$ cat src/hdl/rgdq_pkg.sv
// ----------------------------------------------------------------------------
// rgdq_pkg: shared types and codes for the rate-gated drop-oldest queue
// Request and response item layouts, request codes, status codes and
// configuration register indexes.
// ----------------------------------------------------------------------------
package rgdq_pkg;

    localparam int HANDLE_W   = 32;
    localparam int TICK_W     = 64;
    localparam int INTERVAL_W = 10;
    localparam int CFG_DATA_W = 10;
    localparam int CFG_IDX_W  = 1;

    // request codes
    localparam logic [1:0] REQ_PUSH  = 2'd0;
    localparam logic [1:0] REQ_POP   = 2'd1;
    localparam logic [1:0] REQ_FLUSH = 2'd2;

    // status codes
    localparam logic [2:0] ST_STORED      = 3'd0;
    localparam logic [2:0] ST_RATE_SKIP   = 3'd1;
    localparam logic [2:0] ST_DISABLED    = 3'd2;
    localparam logic [2:0] ST_POPPED      = 3'd3;
    localparam logic [2:0] ST_EMPTY       = 3'd4;
    localparam logic [2:0] ST_FLUSHED     = 3'd5;
    localparam logic [2:0] ST_FLUSH_EMPTY = 3'd6;

    // configuration register indexes
    localparam logic [CFG_IDX_W-1:0] CFG_FRAME_INTERVAL = 1'b0;
    localparam logic [CFG_IDX_W-1:0] CFG_QUEUE_ENABLED  = 1'b1;

    typedef struct packed {
        logic [1:0]          req_type;
        logic [HANDLE_W-1:0] frame_handle;
        logic [TICK_W-1:0]   tick_ms;
    } req_t;

    typedef struct packed {
        logic [2:0]          status;
        logic [HANDLE_W-1:0] out_handle;
        logic                evicted_valid;
        logic [HANDLE_W-1:0] evicted_handle;
        logic                last;
    } rsp_t;

endpackage

$ cat src/hdl/rgdq_chan_if.sv
// ----------------------------------------------------------------------------
// rgdq_chan_if: valid/ready channel
// Carries one payload item per handshake; source drives valid and payload,
// sink drives ready.
// ----------------------------------------------------------------------------
interface rgdq_chan_if #(
    parameter type payload_t = logic
);
    logic     valid;
    logic     ready;
    payload_t payload;

    modport source (output valid, output payload, input ready);
    modport sink   (input valid, input payload, output ready);
endinterface

$ cat src/hdl/rate_gated_drop_oldest_queue.sv
// ----------------------------------------------------------------------------
// rate_gated_drop_oldest_queue: per-client frame queue with drop-oldest ring
// Push stores a handle (rate gated, evicting the oldest when full), pop
// returns the oldest handle, flush drains every stored handle in order.
// ----------------------------------------------------------------------------
//
//  Channel  Dir  Handshake           Item
//  -------  ---  ------------------  -----------------------------------------
//  req      in   req.valid/ready     req_type, frame_handle, tick_ms
//  rsp      out  rsp.valid/ready     status, out_handle, evicted_valid,
//                                    evicted_handle, last
//  cfg      in   cfg_write           cfg_index, cfg_data (no read-back)
//
//  Sequence: a request is accepted in S_IDLE, then decided in S_EXEC. Push
//  without eviction and every refused/empty case finish there; pop and
//  evicting push go on to S_READ for the ring read. Flush streams one
//  entry per cycle from the ring's single read port while rsp is not
//  stalled. Stalls on rsp hold the block in place.
//  Reset: pointers, fill count and last-accept tick cleared, interval 0,
//  queue enabled. The ring memory itself is not cleared.
//
module rate_gated_drop_oldest_queue #(
    parameter int QUEUE_DEPTH = 8,
    parameter int HANDLE_BITS = 32
) (
    input  logic                               clk,
    input  logic                               rst_n,
    input  logic                               cfg_write,
    input  logic [rgdq_pkg::CFG_IDX_W-1:0]     cfg_index,
    input  logic [rgdq_pkg::CFG_DATA_W-1:0]    cfg_data,
    rgdq_chan_if.sink                          req,
    rgdq_chan_if.source                        rsp
);
    // stored handle width: handle bits from HANDLE_BITS up are never stored
    localparam int STORE_W = (HANDLE_BITS < rgdq_pkg::HANDLE_W) ?
                             HANDLE_BITS : rgdq_pkg::HANDLE_W;
    localparam int PTR_W   = $clog2(QUEUE_DEPTH);
    localparam int CNT_W   = $clog2(QUEUE_DEPTH + 1);

    // one-hot sequencer
    typedef enum logic [2:0] {
        S_IDLE = 3'b001,   // waiting for a request
        S_EXEC = 3'b010,   // decide; finish or issue ring read
        S_READ = 3'b100    // ring data valid; emit
    } state_t;

    function automatic logic [PTR_W-1:0] ptr_inc(input logic [PTR_W-1:0] p);
        return (p == PTR_W'(QUEUE_DEPTH - 1)) ? '0 : p + 1'b1;
    endfunction

    // ---------------- registers ----------------
    state_t                          state_reg, state_next;
    logic [PTR_W-1:0]                rd_ptr_reg, rd_ptr_next;
    logic [PTR_W-1:0]                wr_ptr_reg, wr_ptr_next;
    logic [CNT_W-1:0]                cnt_reg, cnt_next;
    logic [rgdq_pkg::TICK_W-1:0]     tick_reg, tick_next;
    logic [rgdq_pkg::INTERVAL_W-1:0] interval_reg;
    logic                            enabled_reg;

    // captured request (payload, no reset)
    logic [1:0]                      req_type_reg;
    logic [STORE_W-1:0]              handle_reg;
    logic [rgdq_pkg::TICK_W-1:0]     req_tick_reg;

    // output stage
    logic                            out_valid_reg, out_valid_next;
    rgdq_pkg::rsp_t                  out_reg;
    rgdq_pkg::rsp_t                  res;
    logic                            emit;
    logic                            out_free;

    // ring memory, registered read
    logic [STORE_W-1:0]              ring [QUEUE_DEPTH];
    logic [STORE_W-1:0]              ring_q;
    logic                            mem_we;
    logic                            mem_re;

    logic                            full;
    logic                            gate_skip;

    assign full     = (cnt_reg == CNT_W'(QUEUE_DEPTH));
    assign out_free = !out_valid_reg || rsp.ready;

    assign req.ready   = (state_reg == S_IDLE);
    assign rsp.valid   = out_valid_reg;
    assign rsp.payload = out_reg;

    rgdq_rate_gate u_rate_gate (
        .tick      (req_tick_reg),
        .last_tick (tick_reg),
        .interval  (interval_reg),
        .skip      (gate_skip)
    );

    // ---------------- sequencer ----------------
    // Writes and reads of the ring never hit the same entry in one cycle:
    // an evicting push writes only after its read has returned, and flush
    // reads never coincide with a write. No forwarding is needed.
    always_comb
    begin
        state_next  = state_reg;
        rd_ptr_next = rd_ptr_reg;
        wr_ptr_next = wr_ptr_reg;
        cnt_next    = cnt_reg;
        tick_next   = tick_reg;
        emit        = 1'b0;
        mem_we      = 1'b0;
        mem_re      = 1'b0;
        res         = '0;
        res.last    = 1'b1;

        case (state_reg)
            S_IDLE:
            begin
                if (req.valid)
                begin
                    state_next = S_EXEC;
                end
            end

            S_EXEC:
            begin
                if (out_free)
                begin
                    state_next = S_IDLE;
                    case (req_type_reg)
                        rgdq_pkg::REQ_PUSH:
                        begin
                            if (!enabled_reg)
                            begin
                                emit       = 1'b1;
                                res.status = rgdq_pkg::ST_DISABLED;
                            end
                            else if (gate_skip)
                            begin
                                emit       = 1'b1;
                                res.status = rgdq_pkg::ST_RATE_SKIP;
                            end
                            else if (full)
                            begin
                                // fetch the oldest entry for eviction
                                mem_re     = 1'b1;
                                state_next = S_READ;
                            end
                            else
                            begin
                                mem_we      = 1'b1;
                                wr_ptr_next = ptr_inc(wr_ptr_reg);
                                cnt_next    = cnt_reg + 1'b1;
                                if (interval_reg != '0)
                                begin
                                    tick_next = req_tick_reg;
                                end
                                emit       = 1'b1;
                                res.status = rgdq_pkg::ST_STORED;
                            end
                        end

                        rgdq_pkg::REQ_POP:
                        begin
                            if (!enabled_reg)
                            begin
                                emit       = 1'b1;
                                res.status = rgdq_pkg::ST_DISABLED;
                            end
                            else if (cnt_reg == '0)
                            begin
                                emit       = 1'b1;
                                res.status = rgdq_pkg::ST_EMPTY;
                            end
                            else
                            begin
                                mem_re     = 1'b1;
                                state_next = S_READ;
                            end
                        end

                        rgdq_pkg::REQ_FLUSH:
                        begin
                            // flush ignores the enable
                            if (cnt_reg == '0)
                            begin
                                emit       = 1'b1;
                                res.status = rgdq_pkg::ST_FLUSH_EMPTY;
                            end
                            else
                            begin
                                mem_re     = 1'b1;
                                state_next = S_READ;
                            end
                        end

                        default:
                        begin
                            // unknown request: dropped silently
                            state_next = S_IDLE;
                        end
                    endcase
                end
            end

            S_READ:
            begin
                if (out_free)
                begin
                    emit        = 1'b1;
                    rd_ptr_next = ptr_inc(rd_ptr_reg);
                    state_next  = S_IDLE;
                    case (req_type_reg)
                        rgdq_pkg::REQ_PUSH:
                        begin
                            // evict oldest, store new; fill count unchanged
                            mem_we             = 1'b1;
                            wr_ptr_next        = ptr_inc(wr_ptr_reg);
                            if (interval_reg != '0)
                            begin
                                tick_next = req_tick_reg;
                            end
                            res.status         = rgdq_pkg::ST_STORED;
                            res.evicted_valid  = 1'b1;
                            res.evicted_handle = rgdq_pkg::HANDLE_W'(ring_q);
                        end

                        rgdq_pkg::REQ_POP:
                        begin
                            cnt_next       = cnt_reg - 1'b1;
                            res.status     = rgdq_pkg::ST_POPPED;
                            res.out_handle = rgdq_pkg::HANDLE_W'(ring_q);
                        end

                        default:
                        begin
                            // flush walk: one entry per cycle while rsp is not stalled
                            cnt_next       = cnt_reg - 1'b1;
                            res.status     = rgdq_pkg::ST_FLUSHED;
                            res.out_handle = rgdq_pkg::HANDLE_W'(ring_q);
                            res.last       = (cnt_reg == CNT_W'(1));
                            if (cnt_reg != CNT_W'(1))
                            begin
                                mem_re     = 1'b1;
                                state_next = S_READ;
                            end
                        end
                    endcase
                end
            end

            default:
            begin
                state_next = S_IDLE;
            end
        endcase

        out_valid_next = emit ? 1'b1 : (rsp.ready ? 1'b0 : out_valid_reg);
    end

    // ---------------- control state ----------------
    always_ff @(posedge clk or negedge rst_n)
    begin
        if (!rst_n)
        begin
            state_reg     <= S_IDLE;
            rd_ptr_reg    <= '0;
            wr_ptr_reg    <= '0;
            cnt_reg       <= '0;
            tick_reg      <= '0;
            out_valid_reg <= 1'b0;
            interval_reg  <= '0;
            enabled_reg   <= 1'b1;
        end
        else
        begin
            state_reg     <= state_next;
            rd_ptr_reg    <= rd_ptr_next;
            wr_ptr_reg    <= wr_ptr_next;
            cnt_reg       <= cnt_next;
            tick_reg      <= tick_next;
            out_valid_reg <= out_valid_next;
            if (cfg_write)
            begin
                case (cfg_index)
                    rgdq_pkg::CFG_FRAME_INTERVAL:
                    begin
                        interval_reg <= cfg_data[rgdq_pkg::INTERVAL_W-1:0];
                    end
                    rgdq_pkg::CFG_QUEUE_ENABLED:
                    begin
                        enabled_reg <= cfg_data[0];
                    end
                    default:
                    begin
                        enabled_reg <= enabled_reg;
                    end
                endcase
            end
        end
    end

    // ---------------- payload registers ----------------
    always_ff @(posedge clk)
    begin
        if (req.valid && req.ready)
        begin
            req_type_reg <= req.payload.req_type;
            handle_reg   <= req.payload.frame_handle[STORE_W-1:0];
            req_tick_reg <= req.payload.tick_ms;
        end
        if (emit)
        begin
            out_reg <= res;
        end
    end

    // ---------------- ring memory ----------------
    // write always goes to the tail; read address follows the head after
    // this cycle's update so flush streams the next entry
    always_ff @(posedge clk)
    begin
        if (mem_we)
        begin
            ring[wr_ptr_reg] <= handle_reg;
        end
        if (mem_re)
        begin
            ring_q <= ring[rd_ptr_next];
        end
    end

`ifndef SYNTHESIS
    // fill count stays within the ring
    a_cnt_range: assert property (@(posedge clk) disable iff (!rst_n)
        cnt_reg <= CNT_W'(QUEUE_DEPTH))
        else $error("fill count beyond ring depth");

    // head and tail meet whenever the ring is empty or full
    a_ptr_meet: assert property (@(posedge clk) disable iff (!rst_n)
        (cnt_reg == '0 || full) |-> (rd_ptr_reg == wr_ptr_reg))
        else $error("ring pointers inconsistent with fill count");

    // a ring read is only ever pending on a non-empty ring
    a_read_nonempty: assert property (@(posedge clk) disable iff (!rst_n)
        (state_reg == S_READ) |-> (cnt_reg != '0))
        else $error("ring read pending while empty");

    // an evicting push keeps the ring full
    a_evict_full: assert property (@(posedge clk) disable iff (!rst_n)
        (emit && res.evicted_valid) |=> full)
        else $error("eviction left ring not full");
`endif

endmodule

$ cat src/hdl/rgdq_rate_gate.sv
// ----------------------------------------------------------------------------
// rgdq_rate_gate: push rate gate
// Flags a push that comes too soon after the last accepted one. Exact
// compare, no wrap: a tick behind the last accepted tick is also too soon.
// ----------------------------------------------------------------------------
module rgdq_rate_gate (
    input  logic [rgdq_pkg::TICK_W-1:0]     tick,
    input  logic [rgdq_pkg::TICK_W-1:0]     last_tick,
    input  logic [rgdq_pkg::INTERVAL_W-1:0] interval,
    output logic                            skip
);
    logic [rgdq_pkg::TICK_W:0] diff;

    assign diff = {1'b0, tick} - {1'b0, last_tick};
    assign skip = (interval != '0) &&
                  (diff[rgdq_pkg::TICK_W] ||
                   (diff[rgdq_pkg::TICK_W-1:0] < rgdq_pkg::TICK_W'(interval)));
endmodule

$ cat src/flat_wrapper.sv
// flat-port wrapper written by rule: the top's interface ports become plain ports
module rate_gated_drop_oldest_queue_flat 
#(
    parameter int QUEUE_DEPTH = 8,
    parameter int HANDLE_BITS = 32
)
  (clk, rst_n, cfg_write, cfg_index, cfg_data, req_valid, req_payload, req_ready, rsp_valid, rsp_payload, rsp_ready);
  rgdq_chan_if #(.payload_t(rgdq_pkg::req_t)) req_i ();
  rgdq_chan_if #(.payload_t(rgdq_pkg::rsp_t)) rsp_i ();
  input  logic clk;
  input  logic rst_n;
  input  logic cfg_write;
  input  logic [rgdq_pkg::CFG_IDX_W-1:0] cfg_index;
  input  logic [rgdq_pkg::CFG_DATA_W-1:0] cfg_data;
  input wire logic [$bits(req_i.valid)-1:0] req_valid;
  input wire logic [$bits(req_i.payload)-1:0] req_payload;
  output wire logic [$bits(req_i.ready)-1:0] req_ready;
  output wire logic [$bits(rsp_i.valid)-1:0] rsp_valid;
  output wire logic [$bits(rsp_i.payload)-1:0] rsp_payload;
  input wire logic [$bits(rsp_i.ready)-1:0] rsp_ready;
  assign req_i.valid = req_valid;
  assign req_i.payload = req_payload;
  assign req_ready = req_i.ready;
  assign rsp_valid = rsp_i.valid;
  assign rsp_payload = rsp_i.payload;
  assign rsp_i.ready = rsp_ready;
  rate_gated_drop_oldest_queue #(.QUEUE_DEPTH(QUEUE_DEPTH), .HANDLE_BITS(HANDLE_BITS)) u_core (.clk(clk), .rst_n(rst_n), .cfg_write(cfg_write), .cfg_index(cfg_index), .cfg_data(cfg_data), .req(req_i), .rsp(rsp_i));
endmodule
$ cat config.mk
export PLATFORM = sky130hd
export DESIGN_NAME = rate_gated_drop_oldest_queue_flat
export DESIGN_NICKNAME = d
export VERILOG_FILES = /design/src/hdl/rgdq_pkg.sv /design/src/hdl/rgdq_chan_if.sv /design/src/hdl/rate_gated_drop_oldest_queue.sv /design/src/hdl/rgdq_rate_gate.sv /design/src/flat_wrapper.sv
export SDC_FILE = /design/constraint.sdc
export NUM_CORES = 1
export LEC_CHECK = 0
export ABC_AREA = 0
export BUFFER_PORTS_ARGS = -buffer_cell sky130_fd_sc_hd__buf_4
export CAP_MARGIN = 20
export CORE_MARGIN = 3
export CORE_UTILIZATION = 35
export CTS_BUF_LIST = sky130_fd_sc_hd__clkbuf_16
export CTS_CLUSTER_DIAMETER = 200
export DETAILED_ROUTE_END_ITERATION = 7
export PLACE_DENSITY = 0.58
export SLEW_MARGIN = 20
export SYNTH_ARGS = -nofsm -noshare
export SYNTH_HDL_FRONTEND = slang
export SYNTH_SLANG_ARGS = --single-unit
export TNS_END_PERCENT = 100
$ cat constraint.sdc
create_clock -name clk -period 9.5 [get_ports clk]
set_clock_uncertainty 0.15 [all_clocks]
set_input_delay 0.475 -clock clk [delete_from_list [all_inputs] [get_ports clk]]
set_output_delay 0.475 -clock clk [all_outputs]
set_load 0.005 [all_outputs]
==> results of run 1 <==
power groups by stage:
stage / logic (mW) / clock network, mW / registers (mW)
6_report: 3.07 / 2.20 / 3.13
5_1_grt: 3.37 / 2.37 / 3.17
4_1_cts: 3.04 / 2.26 / 3.14
3_5_place_dp: 2.98 / 0 / 3.18
3_3_place_gp: 2.98 / 0 / 3.16
2_1_floorplan: 2.00 / 0 / 3.11
layer usage:
layer  vias up  GRT usage, %
met5         -             0
met1      9341          28.8
met4         2          4.86
li1       8890             -
met2       646          28.1
met3        99          3.73
per-stage QoR:
step	utilization (%)	cells	setup WS [ns]
after global placement	38.8	3334	2.71
final	42.9	3559	2.52
after global routing	42.9	3558	2.14
after floorplan	-	2273	1.04
after CTS	42.8	3556	2.52
after detailed placement	38.8	3334	2.53
area by class of cell:
| class | count | area (sq um) | area share [%] |
|---|---|---|---|
| Sequential cell | 544 | 15900 | 50.5 |
| Multi-Input combinational cell | 1525 | 9460 | 30.0 |
| Timing Repair Buffer | 315 | 2650 | 8.42 |
| Clock buffer | 60 | 1500 | 4.77 |
| Tap cell | 959 | 1200 | 3.81 |
| Clock inverter | 53 | 399 | 1.27 |
| Inverter | 101 | 380 | 1.21 |
| Antenna cell | 2 | 5.00 | 0.0159 |
cells in the mapped netlist (6+ instances only):
cell type	number
and3_1	36
a211oi_1	17
nand2_1	425
edfxtp_1	455
o21bai_1	6
a221oi_1	7
inv_1	101
buf_12	6
o21a_1	23
or3_1	12
and2_1	39
nor4_1	8
mux2_4	59
a21oi_1	108
a31oi_1	10
ha_1	81
nor2_1	89
dfrtp_1	87
buf_1	9
nand2b_1	13
o221ai_1	6
o21ai_0	127
mux2_2	13
o2111ai_1	7
nand4_1	43
nor2b_1	9
a21o_1	20
o21ai_1	9
clkbuf_1	78
nand3_1	173
nor3_1	30
xnor2_1	14
mux2i_1	8
buf_2	7
o211ai_1	17
xor2_1	10
cells by family (layout without fill, tap and decap cells):
| logic type | Yosys count | after routing | synth area share, % |
|---|---|---|---|
| compound gates | 432 | 432 | 10.6 |
| xor+xnor | 24 | 24 | 0.805 |
| fa+ha+maj | 82 | 82 | 3.96 |
| buf+inv | 204 | 529 | 3.43 |
| flops | 544 | 544 | 60.9 |
| mux | 80 | 80 | 4.26 |
| other cells | 0 | 2 | 0 |
| simple gates | 907 | 907 | 16.1 |
final timing paths:
path,start,endpoint,slack [ns],cells after the start
max,u_core.req_tick_reg[0],u_core.rsp.payload[36],2.52,21
min,cfg_write,u_core.enabled_reg,0.04,3
max reg2reg,u_core.req_tick_reg[0],u_core.rsp.payload[36],2.52,21
min reg2reg,u_core.cnt_reg[3],u_core.cnt_reg[3],0.34,1
max in group asynchronous,rst_n,u_core.tick_reg[4],7.81,3
min in group asynchronous,rst_n,u_core.tick_reg[39],0.24,2
tightest hold or removal path: cells and delay by family:
kind                   cells  cell delay [ns]
buffers and inverters      1             0.11
multiplexers               1             0.15
AND/OR/NAND/NOR            1             0.06
repair_timing:
action | 4_1_cts | 5_1_grt
setup endpoints to repair | 0 | 0
endpoints found under the hold margin | 143 | 0
hold buffers | 109 | 0
==> results.txt, run 1 <==
status = finished, final reports clean
CP peak stage delay = 0.81 ns
Bufs and invs on worst path = 2
Max IR drop VDD = 0.000160 V
TritonCTS buffer count = 60
GRT Residual Overflow = 0
RSZ-0062 raised after global routing = no
Top FF cell, synth = edfxtp_1
IO Count = 185
Initial Util = 35.6%
initial antenna violation count = 6
post-route cell area = 0.0315 sq mm
detailed placement HPWL = 52000 um
Routed Antenna Nets = 0
min-delay worst type = in -> reg
crit end category = register
WL final = 75700 um
# setup viols final = 0
layout cell share with drive strength beyond 1 = 15.7%
Worst Path Arrival = 7.10 ns
Reg clk slew, reported paths = 0.06 ns
most frequent cells in the layout = edfxtp_1 (455), nand2_1 (425), buf_4 (204)
fillers = 6872
clock insertion delay at the later pin of the skew report = 0.65 ns
Mapped Area = 0.0261 sq mm
Yosys top cell area share = 52.3%
Max H-tree Level = 2
switching share of power = 37.7%
CTS max path bufs = 3
max-slew violation count = 0
core area = 0.0735 sq mm
Synth Warn # = 0
global-route wire length before repair = 114000 um
CP max stage cell = a31oi_4
P_int = 5.23 mW
Placer Congestion = 0.956
Worst Path Required = 9.63 ns
syn avg cell area = 11.5 sq um
fmax = 143 MHz
port bufs = 184
root buffer cell = clkbuf_16
clock period minus worst slack = 6.98 ns
CTS tree = done
Overall Global Routing Usage = 19.1%
Slew HR = 21.6%
Seq/Total Area, Yosys = 60.9%
met3 routed WL = 5360 um
Post-synth EDFFs = 455
Least-Margin Pin Slew = 1.16 ns
Hold Violations, Final = 0
clock share of power = 26.2%
vias in the first global route = 18400
Via density = 5.33
drt first pass iters = 6
setup TNS = 0 ns
nets@finish = 2743
Area contributors post-synth = edfxtp_1 (52%), dfrtp_1 (8.3%), nand2_1 (6.1%), ha_1 (3.9%), mux2_4 (3.4%)
ys async rst share = 16.4%
# clock sinks = 544
post-CTS setup buffer count = 0
crit-path cells = inv_1, ha_1, fa_1, nand2b_1, a211oi_1, nor2_1, xnor2_1, ha_1, a21oi_1, o221a_2, o21ai_0, nor4_1, o2111ai_1, or4_1, nor4_1, and4_1, nand3_1, nor2_1, o21ai_0, a31oi_4, buf_4
PostCTS Resize Cnt = 0
M1 WL = 36300 um
DR top layer = met5
max FFs per register = 256
pwr dens = 267 mW/mm^2
Die Wd = 279 um
Max Cap Viol = 0
Crit Path Class = reg -> reg
largest area contributor in the netlist = edfxtp_1
Die Ht = 279 um
Sw Pwr = 3.17 mW
via count = 19000
power share of the combinational group = 36.5%
Post-Syn Instances = 2273
crit path max fanout = 45
FP Rows = 99
period utilization = 73.4%
Routed wire per std cell = 21.3 um
most common cell after layout, fill and taps aside = edfxtp_1
Seq pwr share = 37.3%
crit start category = register
Yosys cell types = 86
flops & latches, synth = 544
P&R area growth vs syn = 20.6%
syn_nets = 2469
DRT iter0 DRCs = 1737
cell family with most CP delay = simple AND/OR/NAND/NOR gates
most flop-heavy register = u_core.ring
Tot Pwr = 8.40 mW
drt drc = 0
met2 WL post-DR = 32500 um
Pleak = 11.8 nW
DP Area = 0.0285 sq mm
WHS = 0.0434 ns
die area = 0.0779 sq mm
largest net degree at the start of global routing = 130
Power figures use the tool's default switching activity.
==> run 2, diff against run 1 <==
PLACE_DENSITY = 0.6   (was 0.58)
clock period = 6.3 ns   (was 9.5 ns; I/O delays follow)
==> run 2 against run 1 <==
  * Register-to-register slack got worse by 2.2 ns
  * Combinational power rose by 53%
  * First-iteration DRC count fell by 3.9%
  * Critical endpoint is now u_core.rsp.payload[54]
==> results.txt, run 2 (synthesis results as in run 1) <==
status = finished, final reports clean (unchanged)
Initial Util = 35.6% (unchanged)
Max Cap Viol = 0 (unchanged)
crit-path cells = inv_1, ha_1, fa_1, nand2b_1, a211oi_1, nor2_1, xnor2_1, ha_1, a21oi_1, o221a_2, o21ai_0, nor4_1, o2111ai_1, or4_1, nor4_1, and4_1, nand3_1, nor2_1, o21ai_0, a31oi_4, buf_12 (was inv_1, ha_1, fa_1, nand2b_1, a211oi_1, nor2_1, xnor2_1, ha_1, a21oi_1, o221a_2, o21ai_0, nor4_1, o2111ai_1, or4_1, nor4_1, and4_1, nand3_1, nor2_1, o21ai_0, a31oi_4, buf_4)
Placer Congestion = 0.922 (was 0.956)
antenna cell count = 0 (was 2)
Worst Path Required = 6.44 ns (was 9.63 ns)
R2R Setup Slk = 0.35 ns (was 2.52 ns)
crit end category = register (unchanged)
global-route wire length before repair = 112000 um (was 114000 um)
Tot Pwr = 12.9 mW (was 8.40 mW)
Routed wire per std cell = 20.8 um (was 21.3 um)
DRT iter0 DRCs = 1669 (was 1737)
max-slew violation count = 0 (unchanged)
cell family with most CP delay = simple AND/OR/NAND/NOR gates (unchanged)
Die Ht = 279 um (unchanged)
drt first pass iters = 5 (was 6)
detailed placement HPWL = 53400 um (was 52000 um)
Via density = 5.29 (was 5.33)
Worst Path Arrival = 6.09 ns (was 7.10 ns)
Max H-tree Level = 2 (unchanged)
clock period minus worst slack = 5.95 ns (was 6.98 ns)
Crit Path Class = reg -> reg (unchanged)
CP max stage cell = or4_1 (was a31oi_4)
crit start category = register (unchanged)
fillers = 6764 (was 6872)
CTS max path bufs = 3 (unchanged)
Die Wd = 279 um (unchanged)
WL final = 74500 um (was 75700 um)
Routed Antenna Nets = 0 (unchanged)
post-CTS setup buffer count = 0 (unchanged)
WHS = 0.0167 ns (was 0.0434 ns)
Least-Margin Pin Slew = 1.00 ns (was 1.16 ns)
core area = 0.0735 sq mm (unchanged)
# clock sinks = 544 (unchanged)
GRT Residual Overflow = 0 (unchanged)
CP peak stage delay = 0.52 ns (was 0.81 ns)
root buffer cell = clkbuf_16 (unchanged)
Util after Layout = 43.4% (was 42.9%)
clock insertion delay at the later pin of the skew report = 0.66 ns (was 0.65 ns)
setup TNS = 0 ns (unchanged)
P&R area growth vs syn = 21.9% (was 20.6%)
r2r endpoint = u_core.rsp.payload[54] (was u_core.rsp.payload[36])
vias in the first global route = 18400 (about the same)
layout cell share with drive strength beyond 1 = 16.6% (was 15.7%)
final worst slack = 0.347 ns (was 2.52 ns)
Reg clk slew, reported paths = 0.06 ns (about the same)
nets@finish = 2766 (was 2743)
max FFs per register = 256 (unchanged)
port bufs = 184 (unchanged)
largest net degree at the start of global routing = 75 (was 130)
Bufs and invs on worst path = 2 (unchanged)
pwr dens = 404 mW/mm^2 (was 267 mW/mm^2)
die area = 0.0779 sq mm (unchanged)
IO Count = 185 (unchanged)
crit path max fanout = 38 (was 45)
min-delay worst type = in -> async (was in -> reg)
# setup viols final = 0 (unchanged)
via count = 18900 (was 19000)
CTS tree = done (unchanged)
most flop-heavy register = u_core.ring (unchanged)
TritonCTS buffer count = 59 (was 60)
FP Rows = 99 (unchanged)
RR Startpoint = u_core.req_tick_reg[0] (unchanged)
most common cell after layout, fill and taps aside = edfxtp_1 (unchanged)
period utilization = 94.5% (was 73.4%)
RSZ-0062 raised after global routing = no (unchanged)
most frequent cells in the layout = edfxtp_1 (455), nand2_1 (425), buf_4 (214) (was edfxtp_1 (455), nand2_1 (425), buf_4 (204))
drt drc = 0 (unchanged)
fmax = 168 MHz (was 143 MHz)
depth of the worst register-to-register path = 21 (unchanged)
Pleak = 12.0 nW (was 11.8 nW)
pre-CTS setup slack = 0.436 ns (was 2.53 ns)
Max IR drop VDD = 0.000239 V (was 0.000160 V)
Overall Global Routing Usage = 18.6% (was 19.1%)
Slew HR = 33.3% (was 21.6%)
initial antenna violation count = 5 (was 6)
Hold Violations, Final = 0 (unchanged)
==> run 2: cell types whose count changed in the layout (fill, tap and decap cells not counted), sizes merged <==
| cell | delta |
|---|---|
| clkbuf | -2 |
| buf | +21 |
| bufinv | +2 |
| dlygate4sd3 | +4 |
| diode | -2 |
| clkinv | +1 |
| clkinvlp | +1 |
| inv | -6 |
==> run 2: cell type report <==
cell class | count | area (sq um) | area share, %
clock buffer | 59 | 1480 | 4.64
clock inverter | 51 | 477 | 1.50
inverter | 101 | 380 | 1.19
multi-input combinational | 1525 | 9440 | 29.7
sequential | 544 | 15900 | 49.9
tap | 959 | 1200 | 3.77
timing repair buffer | 339 | 2980 | 9.35
==> run 2: layer usage <==
metal  GRT usage [%]  part of all wire [%]
met5               0                 0.083
met3            3.41                   6.6
met2            27.8                    43
met1            27.9                    48
met4            4.89                   2.5
==> run 2: how the worst max path moves through the flow <==
stage | from | end | slack (ns) | depth (start not counted)
after floorplan | u_core.req_tick_reg[0] | u_core.ring[4][0] | -0.78 | 19
after global placement | u_core.req_tick_reg[0] | u_core.rsp.payload[14] | 0.57 | 21
after detailed placement | u_core.req_tick_reg[0] | u_core.rsp.payload[17] | 0.44 | 21
after CTS | u_core.tick_reg[0] | u_core.rsp.payload[54] | 0.37 | 20
after global routing | u_core.req_tick_reg[0] | u_core.rsp.payload[54] | 0.03 | 21
final | u_core.req_tick_reg[0] | u_core.rsp.payload[54] | 0.35 | 21
==> run 2: power breakdown <==
group / total [mW] / switching, mW / internal [mW]
Combinational: 4.70 / 3.05 / 1.65
Sequential: 4.74 / 0.306 / 4.43
Clock: 3.42 / 1.49 / 1.93
==> run 2: metrics by stage <==
step	cell area, sq um	instances
6_report	31800	3578
5_1_grt	31800	3578
4_1_cts	31800	3577
3_5_place_dp	28800	3355
3_3_place_gp	28800	3355
2_1_floorplan	26100	2273
==> run 2: timing repair <==
action                                 in CTS  in global routing
setup endpoints to repair                   0                  0
endpoints found under the hold margin     142                  8
hold buffers                              112                  1
resized for setup                           0                  0
==> run 2: worst reg2reg max path: stages, from the launching register on <==
cell	delay, ns
edfxtp_1	0.34
inv_1	0.05
ha_1	0.21
fa_1	0.41
nand2b_1	0.19
a211oi_1	0.44
nor2_1	0.17
xnor2_1	0.16
ha_1	0.19
a21oi_1	0.21
o221a_2	0.24
o21ai_0	0.09
nor4_1	0.28
o2111ai_1	0.14
or4_1	0.52
nor4_1	0.27
and4_1	0.29
nand3_1	0.26
nor2_1	0.23
o21ai_0	0.19
a31oi_4	0.31
buf_12	0.26
==> run 3, diff against run 2 <==
PLACE_DENSITY = not set   (was 0.6)
SYNTH_HIERARCHICAL = 1   (was not set)
==> run 3 against run 2 <==
  * Power is 9.4% higher
  * Final area is 2.1% higher
  * Synthesized area is 0.26% higher
  * Setup slack worse by 0.14 ns
  * Largest power group is now combinational cells
==> results.txt, run 3 <==
ys async rst share = 16.4% (unchanged)
Bufs and invs on worst path = 4 (was 2)
pwr dens = 432 mW/mm^2 (was 404 mW/mm^2)
min-delay worst type = in -> async (unchanged)
Initial Util = 35.6% (about the same)
CTS max path bufs = 3 (unchanged)
Mapped Area = 0.0262 sq mm (was 0.0261 sq mm)
Yosys cell types = 91 (was 86)
Routed Antenna Nets = 0 (unchanged)
syn_nets = 2305 (was 2469)
Post-Syn Instances = 2110 (was 2273)
TritonCTS buffer count = 58 (was 59)
layout cell share with drive strength beyond 1 = 19.8% (was 16.6%)
die area = 0.0781 sq mm (was 0.0779 sq mm)
IO Count = 185 (unchanged)
GRT Residual Overflow = 0 (unchanged)
clock insertion delay at the later pin of the skew report = 0.65 ns (was 0.66 ns)
Pleak = 12.4 nW (was 12.0 nW)
P&R area growth vs syn = 24.2% (was 21.9%)
crit end category = register (unchanged)
Placer Congestion = 0.962 (was 0.922)
syn avg cell area = 12.4 sq um (was 11.5 sq um)
# clock sinks = 544 (unchanged)
synth cell count leaders = edfxtp_1 (455), a21oi_1 (134), and3_1 (106), nand2_1 (99), inv_1 (96) (was edfxtp_1 (455), nand2_1 (425), nand3_1 (173), o21ai_0 (127), a21oi_1 (108))
Via density = 5.51 (was 5.29)
nets@finish = 2613 (was 2766)
CP peak stage delay = 0.48 ns (was 0.52 ns)
most frequent cells in the layout = edfxtp_1 (455), buf_4 (234), a21oi_1 (130) (was edfxtp_1 (455), nand2_1 (425), buf_4 (214))
drt drc = 0 (unchanged)
flops & latches, synth = 544 (unchanged)
cell family with most CP delay = compound AO/OA/AOI/OAI gates (was simple AND/OR/NAND/NOR gates)
Die Wd = 280 um (was 279 um)
Top FF cell, synth = edfxtp_1 (unchanged)
initial antenna violation count = 2 (was 5)
Routed wire per std cell = 22.5 um (was 20.8 um)
Slew HR = 29.2% (was 33.3%)
clock period minus worst slack = 6.09 ns (was 5.95 ns)
vias in the first global route = 19000 (was 18400)
crit start category = register (unchanged)
Synth Warn # = 6 (was 0)
final worst slack = 0.211 ns (was 0.347 ns)
Yosys top cell area share = 52.2% (was 52.3%)
Overall Global Routing Usage = 18.7% (was 18.6%)
Seq/Total Area, Yosys = 60.7% (was 60.9%)
RSZ-0062 raised after global routing = yes (was no)
most common cell after layout, fill and taps aside = edfxtp_1 (unchanged)
largest area contributor in the netlist = edfxtp_1 (unchanged)
Reg clk slew, reported paths = 0.06 ns (about the same)
period utilization = 96.6% (was 94.5%)
setup TNS = 0 ns (unchanged)
WL final = 77200 um (was 74500 um)
root buffer cell = clkbuf_16 (unchanged)
fmax = 164 MHz (was 168 MHz)
crit path max fanout = 7 (was 38)
Worst Path Arrival = 6.45 ns (was 6.09 ns)
Max H-tree Level = 2 (unchanged)
CP max stage cell = or4b_1 (was or4_1)
status = finished, final reports clean (unchanged)
DRT iter0 DRCs = 1576 (was 1669)
core area = 0.0736 sq mm (was 0.0735 sq mm)
drt first pass iters = 5 (unchanged)
Post-synth EDFFs = 455 (unchanged)
port bufs = 184 (unchanged)
FP Rows = 99 (unchanged)
crit-path cells = ha_1, o211ai_1, a21oi_4, buf_4, o211a_1, or3_4, a211oi_2, o221ai_1, a2111oi_2, or4b_1, or4_1, or4_1, o41ai_2, buf_4, nor3b_4, a31oi_2, nor4_4, o41ai_4, buf_12, buf_8, mux2_2 (was inv_1, ha_1, fa_1, nand2b_1, a211oi_1, nor2_1, xnor2_1, ha_1, a21oi_1, o221a_2, o21ai_0, nor4_1, o2111ai_1, or4_1, nor4_1, and4_1, nand3_1, nor2_1, o21ai_0, a31oi_4, buf_12)
max-slew violation count = 0 (unchanged)
top-count cell post-synth = edfxtp_1 (unchanged)
detailed placement HPWL = 51000 um (was 53400 um)
Worst Path Required = 6.67 ns (was 6.44 ns)
largest net degree at the start of global routing = 84 (was 75)
pre-CTS setup slack = 0.203 ns (was 0.436 ns)
Die Ht = 280 um (was 279 um)
Least-Margin Pin Slew = 1.06 ns (was 1.00 ns)
max FFs per register = 256 (unchanged)
Max Cap Viol = 0 (unchanged)
global-route wire length before repair = 114000 um (was 112000 um)
CTS tree = done (unchanged)
Crit Path Class = reg -> reg (unchanged)
# setup viols final = 0 (unchanged)
Hold Violations, Final = 0 (unchanged)
most flop-heavy register = u_core/ring (was u_core.ring)
Max IR drop VDD = 0.000241 V (was 0.000239 V)
via count = 18900 (about the same)
Area contributors post-synth = edfxtp_1 (52%), dfrtp_1 (8.3%), ha_1 (3.8%), mux2_2 (3.1%), a21oi_1 (2.6%) (was edfxtp_1 (52%), dfrtp_1 (8.3%), nand2_1 (6.1%), ha_1 (3.9%), mux2_4 (3.4%))
[run 3: changes by cell type in the layout (fill, tap and decap cells not counted), sizes merged, moves of 26 or more]
cell,previous run,this run
o31ai,3,39
nor3,30,57
and2,41,4
nand3,173,56
a21boi,6,68
a21o,20,57
o211ai,17,44
o21a,24,50
o21ai,137,105
and3,36,106
a21oi,111,137
nand2,425,99
buf,226,263
o221ai,6,32
[run 3: kinds of logic (layout without fill, tap and decap cells)]
family,count (synthesis),after routing,share of synthesized area (%)
other,0,1,0
adder cells (fa/ha/maj),81,81,3.90
buffers and inverters,230,586,3.93
AND/OR/NAND/NOR,517,517,10.6
multiplexers,85,85,3.62
flip-flops,544,544,60.7
AO/OA/AOI/OAI,625,625,16.3
XOR/XNOR,28,28,0.937
[run 3: what timing repair did]
item | in CTS | in global routing
gates resized for setup | 0 | 73
buffers inserted | 0 | 10
endpoints found under the setup margin | 0 | 415
hold buffers | 112 | 0
hold endpoints to repair | 152 | 0
[run 3: worst register-to-register path: stages, from the launching register on]
cell and delay [ns]:
edfxtp_1 0.40, ha_1 0.38, o211ai_1 0.29, a21oi_4 0.06, buf_4 0.15, o211a_1 0.27
or3_4 0.43, a211oi_2 0.27, o221ai_1 0.17, a2111oi_2 0.33, or4b_1 0.48, or4_1 0.41
or4_1 0.44, o41ai_2 0.23, buf_4 0.20, nor3b_4 0.05, a31oi_2 0.23, nor4_4 0.10
o41ai_4 0.17, buf_12 0.26, buf_8 0.17, mux2_2 0.33
[run 3: path summary, 6_finish.rpt]
kind	from	end	slack, ns	cells after the start
max in group asynchronous	rst_n	u_core/wr_ptr_reg[1]	4.86	3
worst max-delay path	u_core/req_tick_reg[3]	u_core/tick_reg[3]	0.21	21
worst max register to register	u_core/req_tick_reg[3]	u_core/tick_reg[3]	0.21	21
worst min-delay path	rst_n	u_core/tick_reg[24]	0.06	2
min in group clk	cfg_index	u_core/interval_reg[8]	0.11	3
worst min register to register	u_core/tick_reg[44]	u_core/tick_reg[44]	0.35	1
[run 3: layout make-up]
class                           instances  area (sq um)
Fill cell                            6764         41100
Sequential cell                       544         15900
Multi-Input combinational cell       1336          9660
Timing Repair Buffer                  382          3630
Clock buffer                           58          1450
Tap cell                              959          1200
Inverter                               96           360
Clock inverter                         50           333
Antenna cell                            1          2.50
[run 3: stage by stage]
step                area [sq um]  util [%]  total power [mW]  hold slack [ns]  instances
finish                     32500      44.2              14.1           0.0571       3426
global route               32500      44.2              14.9            0.103       3425
CTS                        31900      43.4              13.9           0.0710       3405
detailed placement         29000      39.5              10.6            0.201       3185
global placement           29000      39.5              10.6            0.181       3185
floorplan                  26200         -              8.71           -0.131       2110
[run 3: report_power, final]
part / total (mW) / switching [mW] / leakage, nW / internal (mW)
sequential: 4.90 / 0.385 / 5.39 / 4.51
combinational: 5.99 / 3.69 / 6.04 / 2.30
clock: 3.18 / 1.45 / 0.917 / 1.72
total: 14.1 / 5.53 / 12.4 / 8.53
[run 3: per-layer routing]
metal | vias up | share of wire, % | global-route usage [%]
li1 | 8730 | - | -
met4 | 0 | 3.2 | 5.77
met5 | - | 0 | 0
met3 | 129 | 5.4 | 2.53
met1 | 9423 | 42 | 24.1
met2 | 601 | 50 | 32.9
